`src/rtl/bdlq_pkg.sv`:
```
// ----------------------------------------------------------------------------
// bdlq_pkg
// shared types and constants of the box downsample luma quantizer
// ----------------------------------------------------------------------------
package bdlq_pkg;

  localparam int POS_W    = 12;
  localparam int CFG_W    = 13;
  localparam int FACTOR_W = 7;
  localparam int SUM_W    = 20;
  localparam int NUM_W    = 22;
  localparam int HEIGHT_MAX = 4096;

  localparam logic [1:0] REG_FRAME_WIDTH  = 2'd0;
  localparam logic [1:0] REG_FRAME_HEIGHT = 2'd1;
  localparam logic [1:0] REG_BLOCK_FACTOR = 2'd2;

  localparam logic [9:0] COEF_RED   = 10'd306;
  localparam logic [9:0] COEF_GREEN = 10'd601;
  localparam logic [9:0] COEF_BLUE  = 10'd116;

  typedef struct packed {
    logic       frame_start;
    logic [7:0] red;
    logic [7:0] green;
    logic [7:0] blue;
  } pixel_t;

  typedef struct packed {
    logic [7:0]       gray_level;
    logic [4:0]       shade_index;
    logic [POS_W-1:0] out_column;
    logic [POS_W-1:0] out_row;
    logic             frame_last;
  } result_t;

  typedef struct packed {
    logic             first;
    logic             done;
    logic             last;
    logic [POS_W-1:0] col;
    logic [POS_W-1:0] row;
    logic [7:0]       red;
    logic [7:0]       green;
    logic [7:0]       blue;
  } entry_t;

  typedef enum logic [1:0] {
    ST_IDLE,
    ST_READ,
    ST_DIVIDE,
    ST_EMIT
  } back_state_t;

endpackage

```
`src/rtl/bdlq_front.sv`:
```
// ----------------------------------------------------------------------------
// bdlq_front
// raster position tracking and block classification of incoming pixels
// ----------------------------------------------------------------------------
module bdlq_front #(
  parameter int MAX_WIDTH  = 4096,
  parameter int MAX_FACTOR = 64
) (
  input  logic                               clk,
  input  logic                               rst,
  input  logic [bdlq_pkg::CFG_W-1:0]         frame_width,
  input  logic [bdlq_pkg::CFG_W-1:0]         frame_height,
  input  logic [bdlq_pkg::FACTOR_W-1:0]      block_factor,
  input  logic                               accept,
  input  bdlq_pkg::pixel_t                   pixel,
  output logic                               push,
  output bdlq_pkg::entry_t                   push_data,
  output logic [$clog2(MAX_FACTOR+1)-1:0]    factor
);
  import bdlq_pkg::*;

  localparam int COL_W = $clog2(MAX_WIDTH);
  localparam int WW    = $clog2(MAX_WIDTH + 1);
  localparam int ROW_W = $clog2(HEIGHT_MAX);
  localparam int HW    = $clog2(HEIGHT_MAX + 1);
  localparam int FW    = $clog2(MAX_FACTOR + 1);
  localparam int SUB_W = (MAX_FACTOR > 1) ? $clog2(MAX_FACTOR) : 1;
  localparam int PW    = POS_W + 1 + FW;
  localparam int CW    = (PW > CFG_W) ? PW + 1 : CFG_W + 1;

  logic [COL_W-1:0] in_col;
  logic [ROW_W-1:0] in_row;
  logic [SUB_W-1:0] sub_col;
  logic [SUB_W-1:0] sub_row;
  logic [POS_W-1:0] blk_col;
  logic [POS_W-1:0] blk_row;

  logic [COL_W-1:0] c_in_col;
  logic [ROW_W-1:0] c_in_row;
  logic [SUB_W-1:0] c_sub_col;
  logic [SUB_W-1:0] c_sub_row;
  logic [POS_W-1:0] c_blk_col;
  logic [POS_W-1:0] c_blk_row;

  logic [WW-1:0]    w;
  logic [HW-1:0]    h;
  logic [PW-1:0]    col_end;
  logic [PW-1:0]    row_end;
  logic             col_ok;
  logic             row_ok;
  logic             col_last;
  logic             row_last;
  logic             sub_col_end;
  logic             sub_row_end;

  always_comb begin
    if (frame_width == '0) begin
      w = WW'(1);
    end else if ({1'b0, frame_width} > (CFG_W+1)'(MAX_WIDTH)) begin
      w = WW'(MAX_WIDTH);
    end else begin
      w = WW'(frame_width);
    end
    if (frame_height == '0) begin
      h = HW'(1);
    end else if ({1'b0, frame_height} > (CFG_W+1)'(HEIGHT_MAX)) begin
      h = HW'(HEIGHT_MAX);
    end else begin
      h = HW'(frame_height);
    end
    if (block_factor == '0) begin
      factor = FW'(1);
    end else if ({1'b0, block_factor} > (FACTOR_W+1)'(MAX_FACTOR)) begin
      factor = FW'(MAX_FACTOR);
    end else begin
      factor = FW'(block_factor);
    end
  end

  always_comb begin
    if (pixel.frame_start) begin
      c_in_col  = '0;
      c_in_row  = '0;
      c_sub_col = '0;
      c_sub_row = '0;
      c_blk_col = '0;
      c_blk_row = '0;
    end else begin
      c_in_col  = in_col;
      c_in_row  = in_row;
      c_sub_col = sub_col;
      c_sub_row = sub_row;
      c_blk_col = blk_col;
      c_blk_row = blk_row;
    end
  end

  // block end positions, (count + 1) * f
  assign col_end = PW'({1'b0, c_blk_col} + 1'b1) * PW'(factor);
  assign row_end = PW'({1'b0, c_blk_row} + 1'b1) * PW'(factor);
  assign col_ok   = CW'(col_end) <= CW'(w);
  assign row_ok   = CW'(row_end) <= CW'(h);
  assign col_last = (CW'(col_end) + CW'(factor)) > CW'(w);
  assign row_last = (CW'(row_end) + CW'(factor)) > CW'(h);
  assign sub_col_end = (FW+1)'(c_sub_col) == (FW+1)'(factor) - 1'b1;
  assign sub_row_end = (FW+1)'(c_sub_row) == (FW+1)'(factor) - 1'b1;

  assign push = accept && col_ok && row_ok;

  always_comb begin
    push_data.first = (c_sub_col == '0) && (c_sub_row == '0);
    push_data.done  = sub_col_end && sub_row_end;
    push_data.last  = col_last && row_last;
    push_data.col   = c_blk_col;
    push_data.row   = c_blk_row;
    push_data.red   = pixel.red;
    push_data.green = pixel.green;
    push_data.blue  = pixel.blue;
  end

  always_ff @(posedge clk) begin
    if (rst) begin
      in_col  <= '0;
      in_row  <= '0;
      sub_col <= '0;
      sub_row <= '0;
      blk_col <= '0;
      blk_row <= '0;
    end else if (accept) begin
      if ((WW+1)'(c_in_col) + 1'b1 >= (WW+1)'(w)) begin
        in_col  <= '0;
        sub_col <= '0;
        blk_col <= '0;
        if ((HW+1)'(c_in_row) + 1'b1 >= (HW+1)'(h)) begin
          in_row  <= '0;
          sub_row <= '0;
          blk_row <= '0;
        end else begin
          in_row <= c_in_row + 1'b1;
          if ((FW+1)'(c_sub_row) + 1'b1 >= (FW+1)'(factor)) begin
            sub_row <= '0;
            blk_row <= c_blk_row + 1'b1;
          end else begin
            sub_row <= c_sub_row + 1'b1;
            blk_row <= c_blk_row;
          end
        end
      end else begin
        in_col  <= c_in_col + 1'b1;
        in_row  <= c_in_row;
        sub_row <= c_sub_row;
        blk_row <= c_blk_row;
        if ((FW+1)'(c_sub_col) + 1'b1 >= (FW+1)'(factor)) begin
          sub_col <= '0;
          blk_col <= c_blk_col + 1'b1;
        end else begin
          sub_col <= c_sub_col + 1'b1;
          blk_col <= c_blk_col;
        end
      end
    end
  end

endmodule

```
`config.mk`:
```
export PLATFORM = sky130hd
export DESIGN_NAME = bdlq_front
export DESIGN_NICKNAME = d
export VERILOG_FILES = /design/src/rtl/bdlq_pkg.sv /design/src/rtl/bdlq_front.sv
export SDC_FILE = /design/constraint.sdc
export NUM_CORES = 1
export LEC_CHECK = 0
export BUFFER_PORTS_ARGS = -buffer_cell sky130_fd_sc_hd__buf_2
export CAP_MARGIN = 20
export CORE_MARGIN = 8
export CORE_UTILIZATION = 40
export DETAILED_ROUTE_END_ITERATION = 8
export GPL_TIMING_DRIVEN = 0
export PLACE_DENSITY = 0.63
export SYNTH_ARGS = -nofsm -noshare
export SYNTH_HDL_FRONTEND = slang
export SYNTH_SLANG_ARGS = --single-unit
```
`constraint.sdc`:
```
create_clock -name clk -period 6.6 [get_ports clk]
set_clock_uncertainty 0.2 [all_clocks]
set_input_delay 0 -clock clk [delete_from_list [all_inputs] [get_ports clk]]
set_output_delay 0 -clock clk [all_outputs]
set_load 0.01 [all_outputs]
```
[Yosys cells after proc, flatten, opt, wreduce, memory -nomap -nowiden]
Index checks and enable logic that the tools add are counted.
Cells by class
  $add $sub $neg: 15
  reduce and logical (&&, ||, !) cells: 10
  multiplexer cells: 25
  multiply operators: 2
  eq/ne operators: 2
  $lt $le $gt $ge: 11
Operators with widths (count)
  $mux W12: 12
  $add A12 B1 Y13 const B: 4
  $mux W13: 4
  $add A12 B1 Y12 const B: 4
  $add A20 B7 Y21: 2
  $gt A21 B13 Y1: 2
  $mux W6: 7
  $le A20 B13 Y1: 2
  $mul A13 B7 Y20: 2
  $ge A13 B13 Y1: 2
  $gt A13 B13 Y1 const B: 2
  $logic_not A13 Y1: 2
  $eq A6 B8 Y1: 2
  $add A6 B1 Y7 const B: 2
  $ge A7 B7 Y1: 2
  $mux W7: 2
  $add A6 B1 Y6 const B: 2
  $logic_not A6 Y1: 2
  $sub A7 B1 Y8 const B: 1
  $gt A7 B7 Y1 const B: 1
  $logic_not A7 Y1: 1
  $logic_and A1 B1 Y1: 5
Storage, ports and cells
  input bits: 61
  output and inout bits: 59
  logic and storage cells: 71
  flip-flop bits (word level): 60

[Longest topological paths before layout]
  depth after elaboration: 7
  depth in mapped cells: 35

[Worst setup path after synthesis]
OpenSTA, ideal clock, no wires.
  path kind: in2out
  from: in pixel[24] in the netlist's numbering
  to: out push_data[48] in the netlist's numbering
  buffers on the path: 4
  slack: -881 ps
  required time: 6400 ps
  cell stages on the path: 32
  arrival time: 7281 ps
  cell sequence: buf_6 clkbuf_1 clkbuf_1 clkbuf_1 nor2b_1 ha_1 nand3_1 nor2_1 nand2_1 xor2_1 nor2_1 fa_1 inv_1 fa_1 fa_1 inv_1 fa_1 ha_1 or2_1 o221a_2 o21ai_1 xnor2_1 and3_1 and3_1 nand2_1 xnor2_1 ha_1 a211o_1 a2111oi_0 o21ai_0 a2111oi_2 a32oi_1
RTL lines
  start: declaration: line bdlq_front.sv:15  | input bdlq_pkg::pixel_t pixel,
  end: declaration: line bdlq_front.sv:17  | output bdlq_pkg::entry_t push_data,

[Worst setup path after layout]
  from: reg blk_col[4]
  to: out push
On the way
  longest elaborated chain between the ends: 6
RTL lines
  start: declaration: line bdlq_front.sv:35  | logic [POS_W-1:0] blk_col;
  start signal: assignment: line bdlq_front.sv:155  | blk_col <= c_blk_col + 1'b1;
  start signal: assignment: line bdlq_front.sv:158  | blk_col <= c_blk_col;
  $mux W12: line bdlq_front.sv:81  | if (pixel.frame_start) begin
  $add A12 B1 Y13: line bdlq_front.sv:99  | assign col_end = PW'({1'b0, c_blk_col} + 1'b1) * PW'(factor);
  $mul A13 B7 Y20: line bdlq_front.sv:99
  $le A20 B13 Y1: line bdlq_front.sv:101  | assign col_ok = CW'(col_end) <= CW'(w);
  $logic_and A1 B1 Y1 (2 in a row): line bdlq_front.sv:108  | assign push = accept && col_ok && row_ok;
  end: declaration: line bdlq_front.sv:16  | output logic push,
Every way passes these cells.

==> flow_metrics.env <==
export IMPL_start_kind="register"
export IMPL_maxCapViolCount=0
export IMPL_ys_seq_area_share_pct=9.38
export IMPL_rsz0062_at_grt="true"
export IMPL_die_x_um=195
export IMPL_reg2reg_depth=18
export IMPL_synthTopCellsByArea="ha_1, fa_1, dfxtp_1"
export IMPL_drive_gt1_share_pct=20.6
export IMPL_syn_cell_area_um2=12800
export IMPL_die_h_um=195
export IMPL_tightest_slew_ns=1.05
export IMPL_violations="negative hold slack, negative setup slack"
export IMPL_synth_top_cell_area_share_pct=18.5
export IMPL_fp_coreArea_um2=31600
export IMPL_wirelength_um=42500
export IMPL_cts_max_path_buffers=2
export IMPL_num_vias=12554
export IMPL_power_density_nw_per_um2=78.7
export IMPL_p_total_w=0.00126
export IMPL_finalHoldViolCount=1
export IMPL_multi_input_comb_area_um2=11600
export IMPL_drv_slew=0
export IMPL_synthFlopType="dfxtp_1"
export IMPL_finalSetupViolCount=2
export IMPL_design_area_um2=16000
export IMPL_fin_util_pct=50.7
export IMPL_antenna_found_initial=0
export IMPL_worstPathMaxFanout=7
export IMPL_seqCellArea_um2=1210
export IMPL_diodes=0
export IMPL_final_fill_count=3005
export IMPL_cts_buffers=9
export IMPL_async_flop_share_pct=0
export IMPL_dpl_instance_area_um2=14100
export IMPL_row_count=65
export IMPL_synth_most_common_cell="nor2_1"
export IMPL_synth_cell_types=84
export IMPL_yosys_area_top_type="ha_1"
export IMPL_timing_final_crit_share_pct=114
export IMPL_start_util_pct=40.6
export IMPL_r2r_end="in_row[0]$_SDFFE_PP0P_"
export IMPL_overflow=0
export IMPL_htree_levels=3
export IMPL_crit_path_end_kind="output pin"
export IMPL_power_leakage_nw=7.51
export IMPL_synth_common_cells="nor2_1, ha_1, nand2_1, inv_1, fa_1"
export IMPL_syn_inst=1648
export IMPL_detailedRoute_firstIterationViolations=771
export IMPL_worstHoldPathCells=2
export IMPL_hold_ws_ns=-0.00257
export IMPL_grt_use_total_pct=21.9
export IMPL_synthesis_nets=2008
export IMPL_cts_root_buf="clkbuf_16"
export IMPL_first_pass_iters=5
export IMPL_grt_pass1_wl_um=67200
export IMPL_post_dp_hpwl_um=33200
export IMPL_place_gp_congestion=0.928
export IMPL_synth_area_per_cell_um2=7.77
export IMPL_clock_latency_ns=0.34
export IMPL_crit_required_ns=6.40
export IMPL_ir_worst_vdd_mv=0.110
export IMPL_arrival_ns=7.32
export IMPL_ant_nets=0
export IMPL_grt_pass1_vias=12719
export IMPL_place_port_buffers=93
export IMPL_crit_start="blk_col[4]$_SDFFE_PP0P_"
export IMPL_min_period_ns=7.52
export IMPL_wl_per_cell_um=18.9
export IMPL_grt_max_degree=15
export IMPL_r2r_start="in_col[0]$_SDFFE_PP0P_"
export IMPL_regToRegSetupSlack_ns=1.82
export IMPL_yosys_warnings=0
export IMPL_cts_tree="built"
export IMPL_relSlewSlack_pct=30.2
export IMPL_path_clk_slew_ns=0.05
export IMPL_die_area_um2=38000
export IMPL_fin_ws_ns=-0.922
export IMPL_route_detailed_drc=0
export IMPL_fmax_ghz=0.133
export IMPL_critPathKind="register to output pin"
export IMPL_synth_seq_cells=60
export IMPL_vias_per_cell=5.57
export IMPL_area_growth_pct=24.9
export IMPL_cts_sinks=60
export IMPL_worstSetupEndpoint="push"
export IMPL_synth_edf_count=0
export IMPL_io_pins=120
export IMPL_nNetsFinal=2207
export IMPL_min_delay_path_class="primary input to output pin"
export IMPL_status="finished, violations left"
[state kept, by name, summed over array words and instances, names as in the netlist]
name,cells
blk_col,12
blk_row,12
in_col,12
in_row,12
sub_col,6
sub_row,6
[per-stage QoR]
stage | instances | worst slack (ns) | hold slack, ns | TNS (ns)
after floorplan | 1648 | -0.0213 | -0.108 | -0.0213
after global placement | 2143 | -2.28 | -0.0118 | -4.30
after detailed placement | 2143 | -2.33 | -0.0122 | -4.45
after CTS | 2236 | -0.804 | 0.00182 | -1.58
after global routing | 2253 | -1.21 | 0.00809 | -2.37
final | 2253 | -0.922 | -0.00257 | -1.74
[cell type report]
cell class	count	share of cell area (%)
Multi-Input combinational cell	1355	72.5
Timing Repair Buffer	192	8.22
Sequential cell	60	7.58
Inverter	154	3.72
Tap cell	402	3.14
Buffer	75	2.89
Clock buffer	12	1.67
Clock inverter	3	0.281
[worst max-delay path, stage by stage (launching register included)]
cell       delay [ns]
dfxtp_1          0.32
and2b_1          0.16
clkbuf_8         0.16
nand2_1          0.11
nor2_4           0.06
xnor2_2          0.38
nor2_1           0.13
fa_1             0.54
inv_1            0.05
fa_1             0.47
fa_1             0.54
inv_1            0.06
fa_2             0.48
ha_4             0.20
or4_4            0.50
o21ai_4          0.15
xnor2_2          0.16
ha_1             0.30
a21o_1           0.19
a211oi_2         0.19
o221ai_2         0.15
a2111oi_4        0.53
nand2_2          0.13
nor3_4           0.35
o2111ai_2        0.18
nor4bb_2         0.28
buf_2            0.18
[logic make-up after synthesis]
| logic type | Yosys count | share of synthesized area (%) |
|---|---|---|
| AND/OR/NAND/NOR | 646 | 23.9 |
| XOR/XNOR | 104 | 7.26 |
| multiplexers | 6 | 0.469 |
| adder cells (fa/ha/maj) | 299 | 35.6 |
| buffers and inverters | 233 | 7.63 |
| AO/OA/AOI/OAI | 300 | 15.8 |
| flip-flops | 60 | 9.38 |
[worst min path at each step]
stage | start | to | slack (ns)
after floorplan | pixel[0] | push_data[0] | -0.11
after global placement | pixel[22] | push_data[22] | -0.01
after detailed placement | pixel[23] | push_data[23] | -0.01
after CTS | pixel[15] | push_data[15] | 0.002
after global routing | pixel[15] | push_data[15] | 0.008
final | pixel[15] | push_data[15] | -0.003
[power breakdown]
part	switching, W	internal [W]	total (W)
clock network	0.000173	0.000321	0.000494
logic	0.000242	0.000158	0.000401
registers	0.00000193	0.000364	0.000366
[per-layer routing]
layer	share of wire, %	vias to the layer above	GRT usage, %
met4	4.2	0	9.88
met2	47	397	36.9
met5	0	-	0
met3	6.2	86	4.44
met1	43	6057	26.7
li1	-	6014	-
[timing repair]
action / 4_1_cts / 5_1_grt
cloned: 0 / 0
endpoints found under the hold margin: 25 / 1
resized for setup: 125 / 31
pin swaps: 79 / 37
hold buffers: 25 / 1
setup buffers: 57 / 15
setup endpoints to repair: 2 / 2
[cells in the final DEF (no fill, tap or decap), types with 7 or more instances in the layout]
| cell | count |
|---|---|
| nor2_2 | 11 |
| buf_2 | 93 |
| nand2_1 | 161 |
| nand3_1 | 49 |
| a32oi_1 | 7 |
| clkbuf_16 | 9 |
| o21ai_0 | 49 |
| o21a_1 | 17 |
| nor2_4 | 7 |
| clkbuf_1 | 31 |
| fa_1 | 109 |
| a22oi_1 | 18 |
| dfxtp_1 | 55 |
| a21oi_2 | 9 |
| and3_1 | 20 |
| xnor2_2 | 11 |
| a21o_1 | 30 |
| nand2b_1 | 26 |
| ha_4 | 10 |
| xnor2_1 | 46 |
| nand4_1 | 22 |
| nor2b_1 | 32 |
| and2_1 | 14 |
| a21oi_1 | 61 |
| nor4_1 | 8 |
| o21ai_1 | 9 |
| inv_1 | 148 |
| clkbuf_2 | 10 |
| xor2_1 | 32 |
| buf_4 | 93 |
| nor3_1 | 17 |
| nor2_1 | 212 |
| ha_1 | 174 |
| dlygate4sd3_1 | 26 |
| clkbuf_8 | 9 |
| xnor2_4 | 8 |
Power figures use the tool's default switching activity.
