**src/rtl/bdlq_pkg.sv**
```systemverilog
// ----------------------------------------------------------------------------
// bdlq_pkg
// shared types and constants of the box downsample luma quantizer
// ----------------------------------------------------------------------------
package bdlq_pkg;

  localparam int POS_W    = 12;
  localparam int CFG_W    = 13;
  localparam int FACTOR_W = 7;
  localparam int SUM_W    = 20;
  localparam int NUM_W    = 22;
  localparam int HEIGHT_MAX = 4096;

  localparam logic [1:0] REG_FRAME_WIDTH  = 2'd0;
  localparam logic [1:0] REG_FRAME_HEIGHT = 2'd1;
  localparam logic [1:0] REG_BLOCK_FACTOR = 2'd2;

  localparam logic [9:0] COEF_RED   = 10'd306;
  localparam logic [9:0] COEF_GREEN = 10'd601;
  localparam logic [9:0] COEF_BLUE  = 10'd116;

  typedef struct packed {
    logic       frame_start;
    logic [7:0] red;
    logic [7:0] green;
    logic [7:0] blue;
  } pixel_t;

  typedef struct packed {
    logic [7:0]       gray_level;
    logic [4:0]       shade_index;
    logic [POS_W-1:0] out_column;
    logic [POS_W-1:0] out_row;
    logic             frame_last;
  } result_t;

  typedef struct packed {
    logic             first;
    logic             done;
    logic             last;
    logic [POS_W-1:0] col;
    logic [POS_W-1:0] row;
    logic [7:0]       red;
    logic [7:0]       green;
    logic [7:0]       blue;
  } entry_t;

  typedef enum logic [1:0] {
    ST_IDLE,
    ST_READ,
    ST_DIVIDE,
    ST_EMIT
  } back_state_t;

endpackage

```
**src/rtl/bdlq_queue.sv**
```systemverilog
// ----------------------------------------------------------------------------
// bdlq_queue
// short register queue between the front and back parts
// ----------------------------------------------------------------------------
module bdlq_queue #(
  parameter int DEPTH = 4
) (
  input  logic            clk,
  input  logic            rst,
  input  logic            push,
  input  bdlq_pkg::entry_t push_data,
  input  logic            pop,
  output bdlq_pkg::entry_t head,
  output logic            empty,
  output logic            full
);
  import bdlq_pkg::*;

  localparam int AW = (DEPTH > 1) ? $clog2(DEPTH) : 1;

  entry_t         slots [DEPTH];
  logic [AW-1:0]  wptr;
  logic [AW-1:0]  rptr;
  logic [AW:0]    count;

  assign empty = (count == '0);
  assign full  = (count == (AW+1)'(DEPTH));
  assign head  = slots[rptr];

  always_ff @(posedge clk) begin
    if (rst) begin
      wptr  <= '0;
      rptr  <= '0;
      count <= '0;
    end else begin
      if (push) begin
        wptr <= (wptr == AW'(DEPTH - 1)) ? '0 : wptr + 1'b1;
      end
      if (pop) begin
        rptr <= (rptr == AW'(DEPTH - 1)) ? '0 : rptr + 1'b1;
      end
      if (push && !pop) begin
        count <= count + 1'b1;
      end else if (pop && !push) begin
        count <= count - 1'b1;
      end
    end
  end

  always_ff @(posedge clk) begin
    if (push) begin
      slots[wptr] <= push_data;
    end
  end

endmodule

```
**config.mk**
```make
export PLATFORM = sky130hd
export DESIGN_NAME = bdlq_queue
export DESIGN_NICKNAME = d
export VERILOG_FILES = /design/src/rtl/bdlq_pkg.sv /design/src/rtl/bdlq_queue.sv
export SDC_FILE = /design/constraint.sdc
export NUM_CORES = 1
export LEC_CHECK = 0
export BUFFER_PORTS_ARGS = -buffer_cell sky130_fd_sc_hd__buf_2
export CAP_MARGIN = 5
export CORE_MARGIN = 4
export CORE_UTILIZATION = 61
export DETAILED_ROUTE_END_ITERATION = 7
export PLACE_DENSITY_LB_ADDON = 0.1
export SLEW_MARGIN = 10
export SYNTH_ARGS = -nofsm -noshare
export SYNTH_HDL_FRONTEND = slang
export SYNTH_SLANG_ARGS = --single-unit
```
**constraint.sdc**
```tcl
create_clock -name clk -period 4.2 [get_ports clk]
set_input_delay 0.84 -clock clk [delete_from_list [all_inputs] [get_ports clk]]
set_output_delay 0.84 -clock clk [all_outputs]
set_load 0.05 [all_outputs]
```
# ---- Word level (Yosys, flattened, before mapping)
# Memory sizes are Yosys's and may differ from the RTL's. A register that Yosys moved wholly into a read port is not among the register bits.
# Index checks and enable logic that the tools add are counted.
dict set report totals {
  reg_bits 7
  latch_bits 0
  mem_bits_rw 204
  mem_bits_ro 0
  input_bits 55
  out_inout_bits 53
  word_cells 25
  memories 1
}
# memory words word_bits rd rd_clocked_by_memory_dff wr line
set mem_list {}
lappend mem_list {slots 4 51 1 1 1 bdlq_queue.sv:21} ;# entry_t slots [DEPTH];
dict set report op_classes {
  n_addsub 4
  n_mul 0
  n_div 0
  magnitude_cmp 0
  n_eq_ne 3
  shift 0
  muxes 8
  n_bitwise 0
  reduce_logical 6
}
# op count
set ops {}
lappend ops {{2-bit 2-to-1 mux} 4}
lappend ops {{3-bit 2-to-1 mux} 2}
lappend ops {{2-bit by 1-bit adder with 2-bit output (second input constant)} 2}
lappend ops {{2-bit == test (second input constant)} 2}
lappend ops {{3-bit by 1-bit adder with 3-bit output (second input constant)} 1}
lappend ops {{3-bit == test (second input constant)} 1}
lappend ops {{3-bit logical NOT} 1}
lappend ops {{3-bit by 1-bit subtractor with 3-bit output (second input constant)} 1}
lappend ops {{1-bit logical AND} 2}
lappend ops {{1-bit logical NOT} 2}
lappend ops {{1-bit 2-to-1 mux} 2}
lappend ops {{2-bit nonzero test} 1}

# ---- Logic depth before layout (Yosys ltp)
# Gate-level depths: netlist of the first run.
dict set report depth {
  ltp_word 4
  ltp_mapped 7
  depth_no_buf 7
}

# ---- Least setup slack after synthesis of the first run
# OpenSTA, ideal clock, no wires.
dict set report synth_timing {
  kind {input-to-reg}
  start {input push}
  end {memory slots[0][0] in the netlist's numbering (enable)}
  setup_time_ps 414
  arrival_ps 2057
  slack_ps 1729
  cell_stages 1
  cell_sequence {and2_1}
}
dict set report synth_via {
  elab_chain_cells 2
}
# element line
set synth_rtl {}
lappend synth_rtl {{start: declaration} bdlq_queue.sv:10} ;# input logic push,
lappend synth_rtl {{1-bit 2-to-1 mux} bdlq_queue.sv:51} ;# if (push) begin
lappend synth_rtl {{1-bit 2-to-1 mux (not written as such)} bdlq_queue.sv:52} ;# slots[wptr] <= push_data;
lappend synth_rtl {{end: declaration} bdlq_queue.sv:21}
# No other way between the ends.

==> summary.txt, run 1 <==
unrepaired setup endpoints after global routing = false
Tmin final = 3280 ps
Die Y = 122 um
Routed WL = 12,400 um
Mapped Area = 7860 um^2
Avg WL per Cell = 19.8 um
Finished Layout Cells = 624
Clock Skews = 7.12 ps
relative slew slack = 51.3%
total congestion overflow = 0
Async SR Flop Fraction = 0%
die area = 14,800 um^2
final hold slack = 525 ps
crit start category = flip-flop
Switching Share = 24.1%
register bit total from synthesis = 213
io pins = 108
post-placement setup slack = 1350 ps
WHS Endpoint = count[2]
CTS Hold Bufs = 0
count of input and output buffers = 107
Comb pwr share = 12.2%
Worst Hold Path Cells = 2
hpwl dp = 7830 um
synth unique cells = 20
final hold vios = 0
deepest level of the CTS H-tree = 1
post-synth top area share = 77.9%
CTS sink count = 213
num rows = 41
Post-Syn Nets = 373
ratio of final minimum period to clock period = 78.0%
number of synthesized flops with an enable pin = 204
r2r startpoint = wptr[0]
VDD IR max = 0.355 mV
Pint = 3.60 mW
PwrDens = 517 nW/um^2
First DRT Iteration DRCs = 188
post-cts sizing count = 0
Max-Cap Viols = 0
worst reg2reg path depth = 4
Net Switching = 1.15 mW
deepest clock path buffer count = 3
f_max = 305 MHz
clock network fraction of total power = 35.5%
Area growth syn-to-layout = 16.7%
nets = 501
drt first pass iters = 4
syn avg cell area = 25.3 um^2
status = completed
sequential-to-total area share from yosys stat = 80.2%
Setup crit end kind = primary output
most common cell in the netlist = edfxtp_1
P_leak = 3.14 nW
Setup Crit Path Kind = flip-flop to primary output
Final TNS setup = 0 ps
Post-synth top cells = edfxtp_1 (204), mux4_2 (50), dfxtp_1 (9)
initial antenna violation count = 3
total CTS buffers = 21
Seq pwr share = 52.3%
CP Data Required Time = 3360 ps
Clock Pin Slew Worst Setup and Hold Paths = 60 ps
Die W = 122 um
final instance area = 9170 um^2
CTS tree = built
Slew Viols, Final = 0
routability congestion estimate = 0.735
Worst Hold Class = flip-flop to flip-flop
Initial Util = 62.3%
post-route ant nets = 0
GR Util All Layers = 17.8%
largest net degree at the start of global routing = 38
placed cell count = 588
Design Power = 4.74 mW
top_reg_cell synth = edfxtp_1
Placed Area = 8550 um^2
Residual DRC = 0
yosys synthesis warning count = 0
Critical Path Fanout Max = 37
slew of the pin with the lowest slew margin = 731 ps
Root Buffer = clkbuf_16
Final WS setup = 925 ps
core area = 12,600 um^2
CP Data Arrival Time = 2440 ps
fin util = 72.7%
Via Count = 3,477
Post-Synthesis Cells = 311
Setup Fix Bufs, Post-CTS = 0
Via density = 5.57
Setup-failing EPs final = 0
Hold Crit Start = count[2]
Reg-to-Reg End = slots[0][2]
vias in the first global route = 3,751
worst skew pair latency = 470 ps
r2r setup slk = 2190 ps
first-pass GRT wire length = 20,000 um
Synth area leader = edfxtp_1
synth top area cells = edfxtp_1 (78%), mux4_2 (14%), dfxtp_1 (2.3%)
share of post-route cells with drive strength above 1 = 43.9%
## cells in the final DEF (no fill, tap or decap), types with 2 or more instances in the layout
master / n
a21oi_1: 2
mux4_2: 50
clkbuf_16: 21
dfxtp_1: 7
edfxtp_1: 204
clkbuf_1: 9
xor2_1: 2
mux2i_1: 4
nor3b_1: 2
buf_4: 10
inv_1: 4
nor2_1: 7
buf_2: 107
ha_1: 6
and2_2: 4
## logic make-up after synthesis
group,after synthesis,share of synthesized area [%]
xor gates and xnor gates,2,0.223
adders and majority gates,7,1.21
buffers and inverters,16,1.97
AOI/OAI and AO/OA,3,0.191
and+or+nand+nor,15,0.987
muxes,55,15.2
DFF,213,80.2
## sequential cells by signal, summed over array words and instances, names as in the netlist, named ones only
| register | flops |
|---|---|
| rptr | 2 |
| slots | 204 |
| count | 3 |
| wptr | 2 |
## layer usage
layer | global-route usage (%) | up-vias | wire length (um)
li1 | - | 1574 | -
met1 | 25.0 | 1783 | 5060
met2 | 28.8 | 92 | 6350
met3 | 4.34 | 24 | 748
met4 | 4.90 | 4 | 198
met5 | 0 | - | 25
## power by group through the flow
| stage | Clock [mW] | Combinational (mW) | Sequential [mW] |
|---|---|---|---|
| detailed placement | 0 | 0.589 | 2.53 |
| global placement | 0 | 0.584 | 2.52 |
| finish | 1.68 | 0.581 | 2.48 |
| floorplan | 0 | 0.470 | 2.50 |
| global route | 1.83 | 0.616 | 2.49 |
| CTS | 1.72 | 0.591 | 2.48 |
## layout make-up
class | count | area (um^2)
inverter | 4 | 15.0
sequential | 213 | 6310
antenna | 1 | 2.50
timing repair buffer | 117 | 611
clock inverter | 5 | 55.1
multi-input combinational | 82 | 1400
fill | 776 | 3450
clock buffer | 30 | 559
tap | 172 | 215
## worst max-delay path, stage by stage (launching register included)
cell	delay (ps)
dfxtp_4	820
buf_4	360
mux4_2	520
buf_2	220
## how the worst max path moves through the flow
stage / to / slack, ps / cells after the start
after floorplan: slots[0][0] / 1730 / 1
after global placement: head[44] / 1340 / 3
after detailed placement: head[37] / 1350 / 3
after CTS: head[37] / 840 / 3
after global routing: head[40] / 710 / 3
final: head[37] / 920 / 3
No activity file was read; power rests on OpenSTA's default activity.
==> run 2: changes to the inputs <==
CORE_UTILIZATION = 57   (was 61)
clock period = 3.2 ns   (was 4.2 ns; I/O delays follow)
==> run 2 against run 1 <==
Against the previous run: clock power increased by 37%; cell count increased by 1.3%; core utilization decreased by 3.1 points; first-iteration DRC count increased by 36%; via count increased by 0.17%; sequential share of layout area decreased by 0.83 points; register-to-register slack got worse by 800 ps; die area increased by 6.5%; largest cell class unchanged; total power increased by 34%; flip-flop and latch count unchanged; combinational power increased by 40%; count of clock-buffer cells in the layout decreased by 7.
==> summary.txt, run 2 (same netlist as run 1, synthesis figures left out) <==
status = completed
deepest clock path buffer count = 3 (unchanged)
P_leak = 3.20 nW (+2.0%)
io pins = 108 (unchanged)
Residual DRC = 0 (unchanged)
PwrDens = 683 nW/um^2 (+32%)
r2r setup slk = 1390 ps (-800 ps)
num rows = 42 (+2.4%)
most common cell after layout, fill and taps aside = edfxtp_1
Switching Share = 24.3% (+0.16 points)
Via Count = 3,483 (+0.17%)
slew of the pin with the lowest slew margin = 710 ps (-21.1 ps)
# diodes = 0 (-1)
hpwl dp = 8230 um (+5.1%)
CTS sink count = 213 (unchanged)
Via density = 5.51 (-1.1%)
total CTS buffers = 21 (unchanged)
Setup Crit Path Kind = flip-flop to primary output
First DRT Iteration DRCs = 255 (+36%)
nets = 504 (+0.60%)
final hold vios = 0 (unchanged)
Worst Hold Class = input pin to flip-flop
max reg flops = 204 (unchanged)
count of input and output buffers = 107 (unchanged)
post-route ant nets = 0 (unchanged)
ratio of final minimum period to clock period = 85.3%
routability congestion estimate = 0.691 (-6.0%)
core area = 13,300 um^2 (+5.8%)
total congestion overflow = 0 (unchanged)
Initial Util = 58.9% (-3.4 points)
multi-input logic area = 1400 um^2 (unchanged)
Comb pwr share = 12.8% (+0.6 points)
Pint = 4.80 mW (+33%)
Critical Path Fanout Max = 23 (-38%)
CTS Hold Bufs = 0 (unchanged)
f_max = 366 MHz
first-pass GRT wire length = 21,300 um (+6.4%)
final hold slack = 369 ps (-157 ps)
Setup crit end kind = primary output
vias in the first global route = 3,894 (+3.8%)
Setup-failing EPs final = 0 (unchanged)
biggest regs = slots x204, count x3
Fillers = 871 (+12%)
deepest level of the CTS H-tree = 1 (unchanged)
crit start category = flip-flop
most frequent cells in the layout = edfxtp_1 (204), buf_2 (107), mux4_2 (50), clkbuf_16 (21), buf_4 (9)
post-cts sizing count = 0 (unchanged)
Slew Viols, Final = 0 (unchanged)
Area growth syn-to-layout = 18.1%
Root Buffer = clkbuf_16
initial antenna violation count = 0 (-3)
Tmin final = 2730 ps
Storage cell area = 6310 um^2 (unchanged)
Clock Pin Slew Worst Setup and Hold Paths = 60 ps (about the same)
worst skew pair latency = 480 ps (about the same)
Max-Cap Viols = 0 (unchanged)
Net Switching = 1.54 mW (+35%)
GR Util All Layers = 17.2% (-0.58 points)
CTS tree = built
CP Data Required Time = 2560 ps (-800 ps)
die area = 15,700 um^2 (+6.5%)
CP Data Arrival Time = 2090 ps (-350 ps)
Clock Skews = 7.08 ps (-0.0437 ps)
Avg WL per Cell = 21.0 um (+5.8%)
Most flops, register = slots
Die Y = 125 um (+3.2%)
Routed WL = 13,300 um (+7.1%)
relative slew slack = 52.7% (+1.4 points)
Die W = 125 um (+3.2%)
Seq pwr share = 50.9% (-1.4 points)
Final TNS setup = 0 ps (unchanged)
Setup Fix Bufs, Post-CTS = 0 (unchanged)
drt first pass iters = 4 (unchanged)
clock network fraction of total power = 36.3% (+0.8 points)
share of post-route cells with drive strength above 1 = 45.4% (+1.5 points)
unrepaired setup endpoints after global routing = false
VDD IR max = 0.511 mV (+44%)
largest net degree at the start of global routing = 34 (-11%)
[run 2: cell types whose count changed in the layout (fill, tap and decap cells not counted), sizes merged]
cell | before | now
clkinvlp | 1 | 0
bufinv | 1 | 2
clkinv | 2 | 11
diode | 1 | 0
clkbuf | 30 | 23
buf | 117 | 120
[run 2: final cells by class]
| type | count | area share [%] |
|---|---|---|
| Clock inverter | 14 | 1.28 |
| Timing Repair Buffer | 120 | 7.36 |
| Clock buffer | 23 | 5.74 |
| Tap cell | 176 | 2.37 |
| Multi-Input combinational cell | 82 | 15.1 |
| Sequential cell | 213 | 68.0 |
| Inverter | 4 | 0.162 |
[run 2: layer usage]
metal  part of all wire [%]  wire length (um)  vias to the layer above  track usage (%)
met2                     51              6790                      101             28.7
met1                     40              5330                     1783             23.3
met4                    1.6               209                        0             4.08
li1                       -                 -                     1582                -
met3                    7.0               928                       17             4.39
met5                      0                 0                        -                0
[run 2: power by group through the flow]
stage | Clock, mW | Combinational (mW) | Sequential [mW]
floorplan | 0 | 0.617 | 3.28
detailed placement | 0 | 0.825 | 3.29
global route | 2.50 | 0.864 | 3.23
finish | 2.30 | 0.813 | 3.23
CTS | 2.38 | 0.829 | 3.23
global placement | 0 | 0.813 | 3.28
[run 2: final timing paths]
| path | from | end | depth (start not counted) |
|---|---|---|---|
| max | flip-flop | head[18] | 3 |
| min | push_data[6] | slots[3][6] | 1 |
| max reg2reg | wptr[0] | slots[3][3] | 3 |
| min reg2reg | count[2] | count[2] | 2 |
[run 2: metrics by stage]
stage,worst slack (ps),instances,power [mW],util (%),cell area (um^2)
2_1_floorplan,929,311,3.90,-,7860
3_3_place_gp,947,595,4.09,64.7,8630
3_5_place_dp,942,595,4.11,64.7,8630
4_1_cts,419,632,6.43,69.6,9280
5_1_grt,340,632,6.60,69.6,9280
6_report,471,632,6.34,69.6,9280
[run 2: worst max-delay path, cell delays in order (launching register included)]
cell and delay (ps):
dfxtp_4 360, buf_4 430, mux4_2 580, buf_2 230
==> run 3: changes to the inputs <==
CORE_ASPECT_RATIO = 1.2   (was default)
==> run 3 against run 2 <==
Against the previous run: non-clock buffer count decreased by 4; critical path depth did not move; first-iteration DRC count is 24% lower; sequential power about the same; total power is 1.8% higher; sequential share of layout area barely moved; setup slack better by 67 ps; core utilization barely moved; flip-flop and latch count stayed put; register-to-register slack improved by 170 ps; largest power group unchanged.
==> summary.txt, run 3 (same netlist as run 1, synthesis figures left out) <==
status = completed
# diodes = 0 (unchanged)
ratio of final minimum period to clock period = 83.2% (-2.1 points)
worst skew pair latency = 480 ps (about the same)
most common cell after layout, fill and taps aside = edfxtp_1
final instance area = 9280 um^2 (about the same)
most frequent cells in the layout = edfxtp_1 (204), buf_2 (107), mux4_2 (50), clkbuf_16 (21)
Setup Fix Bufs, Post-CTS = 0 (unchanged)
final hold vios = 0 (unchanged)
max reg flops = 204 (unchanged)
Via density = 5.70 (+3.5%)
Setup crit end kind = primary output
core area = 13,400 um^2 (about the same)
die area = 15,700 um^2 (about the same)
slew of the pin with the lowest slew margin = 488 ps (-222 ps)
PwrDens = 696 nW/um^2 (+1.8%)
num rows = 46 (+9.5%)
first-pass GRT wire length = 20,600 um (-3.1%)
Clock Pin Slew Worst Setup and Hold Paths = 70 ps (about the same)
nets = 500 (-0.79%)
CTS tree = built
Max-Cap Viols = 0 (unchanged)
Slew Viols, Final = 0 (unchanged)
Final TNS setup = 0 ps (unchanged)
hpwl dp = 8060 um (-2.1%)
Setup Crit Path Kind = flip-flop to primary output
Die Y = 137 um (+8.9%)
Setup-failing EPs final = 0 (unchanged)
share of post-route cells with drive strength above 1 = 45.4% (about the same)
crit start category = flip-flop
Initial Util = 58.9% (about the same)
P_leak = 3.17 nW (-0.91%)
GR Util All Layers = 17.5% (+0.20 points)
Root Buffer = clkbuf_16
CTS sink count = 213 (unchanged)
Placed Area = 8590 um^2 (-0.46%)
Routed WL = 13,400 um (+1.2%)
Clock Skews = 8.29 ps (+1.21 ps)
vias in the first global route = 3,821 (-1.9%)
largest net degree at the start of global routing = 41 (+21%)
routability congestion estimate = 0.675 (-2.3%)
CP Data Required Time = 2560 ps (about the same)
fin util = 69.5% (about the same)
final hold slack = 367 ps (-1.27 ps)
deepest level of the CTS H-tree = 1 (unchanged)
drt first pass iters = 4 (unchanged)
post-cts sizing count = 0 (unchanged)
count of input and output buffers = 107 (unchanged)
biggest regs = slots x204, count x3
Tmin final = 2660 ps (-66.9 ps)
Hold Crit Start = push_data[28]
Via Count = 3,536 (+1.5%)
placed cell count = 583 (-2.0%)
initial antenna violation count = 2 (+2)
Worst Hold Class = input pin to flip-flop
io pins = 108 (unchanged)
Critical Path Fanout Max = 19 (-17%)
Residual DRC = 0 (unchanged)
CTS Hold Bufs = 0 (unchanged)
total congestion overflow = 0 (unchanged)
VDD IR max = 0.545 mV (+6.6%)
CP Data Arrival Time = 2020 ps (-70 ps)
total CTS buffers = 21 (unchanged)
Finished Layout Cells = 620 (-1.9%)
Area growth syn-to-layout = 18.1% (about the same)
unrepaired setup endpoints after global routing = false
deepest clock path buffer count = 3 (unchanged)
Die W = 115 um (-8.2%)
post-route ant nets = 0 (unchanged)
First DRT Iteration DRCs = 194 (-24%)
r2r startpoint = wptr[0]
Avg WL per Cell = 21.7 um (+3.2%)
f_max = 376 MHz (+2.5%)
Most flops, register = slots
relative slew slack = 67.5% (+15 points)
-- run 3: changes by cell type in the layout (fill, tap and decap cells not counted), sizes merged --
cell and change:
clkinvlp +6, bufinv +1, inv -1, buf -4, clkinv -6
-- run 3: layer usage --
metal,vias to the layer above,GRT usage (%),share of wire [%]
met5,-,0,0.17
met4,4,4.70,1.6
met3,24,4.38,7.4
met2,122,29.8,52
met1,1811,22.6,38
li1,1575,-,-
-- run 3: area by class of cell --
class | instances | area, um^2
Sequential cell | 213 | 6310
Fill cell | 857 | 4070
Multi-Input combinational cell | 82 | 1400
Timing Repair Buffer | 116 | 653
Clock buffer | 23 | 533
Tap cell | 168 | 210
Clock inverter | 14 | 158
Inverter | 4 | 15.0
-- run 3: power breakdown --
part,switching [mW],total (mW),internal [mW]
Sequential,0.0359,3.23,3.19
Combinational,0.562,0.807,0.245
Clock,0.974,2.42,1.45
Total,1.57,6.46,4.88
-- run 3: worst paths after layout --
path | to | slack [ps] | cells past startpoint
hold reg to reg | count[2] | 530 | 2
setup reg to reg | slots[0][48] | 1560 | 4
hold / removal | slots[0][28] | 370 | 1
setup / recovery | head[31] | 540 | 3
-- run 3: worst max-delay path: stages, from the launching register on --
cell and delay, ps:
dfxtp_4 350, buf_4 350, mux4_1 600, buf_2 230
-- run 3: metrics by stage --
step	worst slack, ps	power (mW)
after floorplan	929	3.90
after global placement	993	4.09
after detailed placement	996	4.10
after CTS	466	6.53
after global routing	404	6.68
final	538	6.46
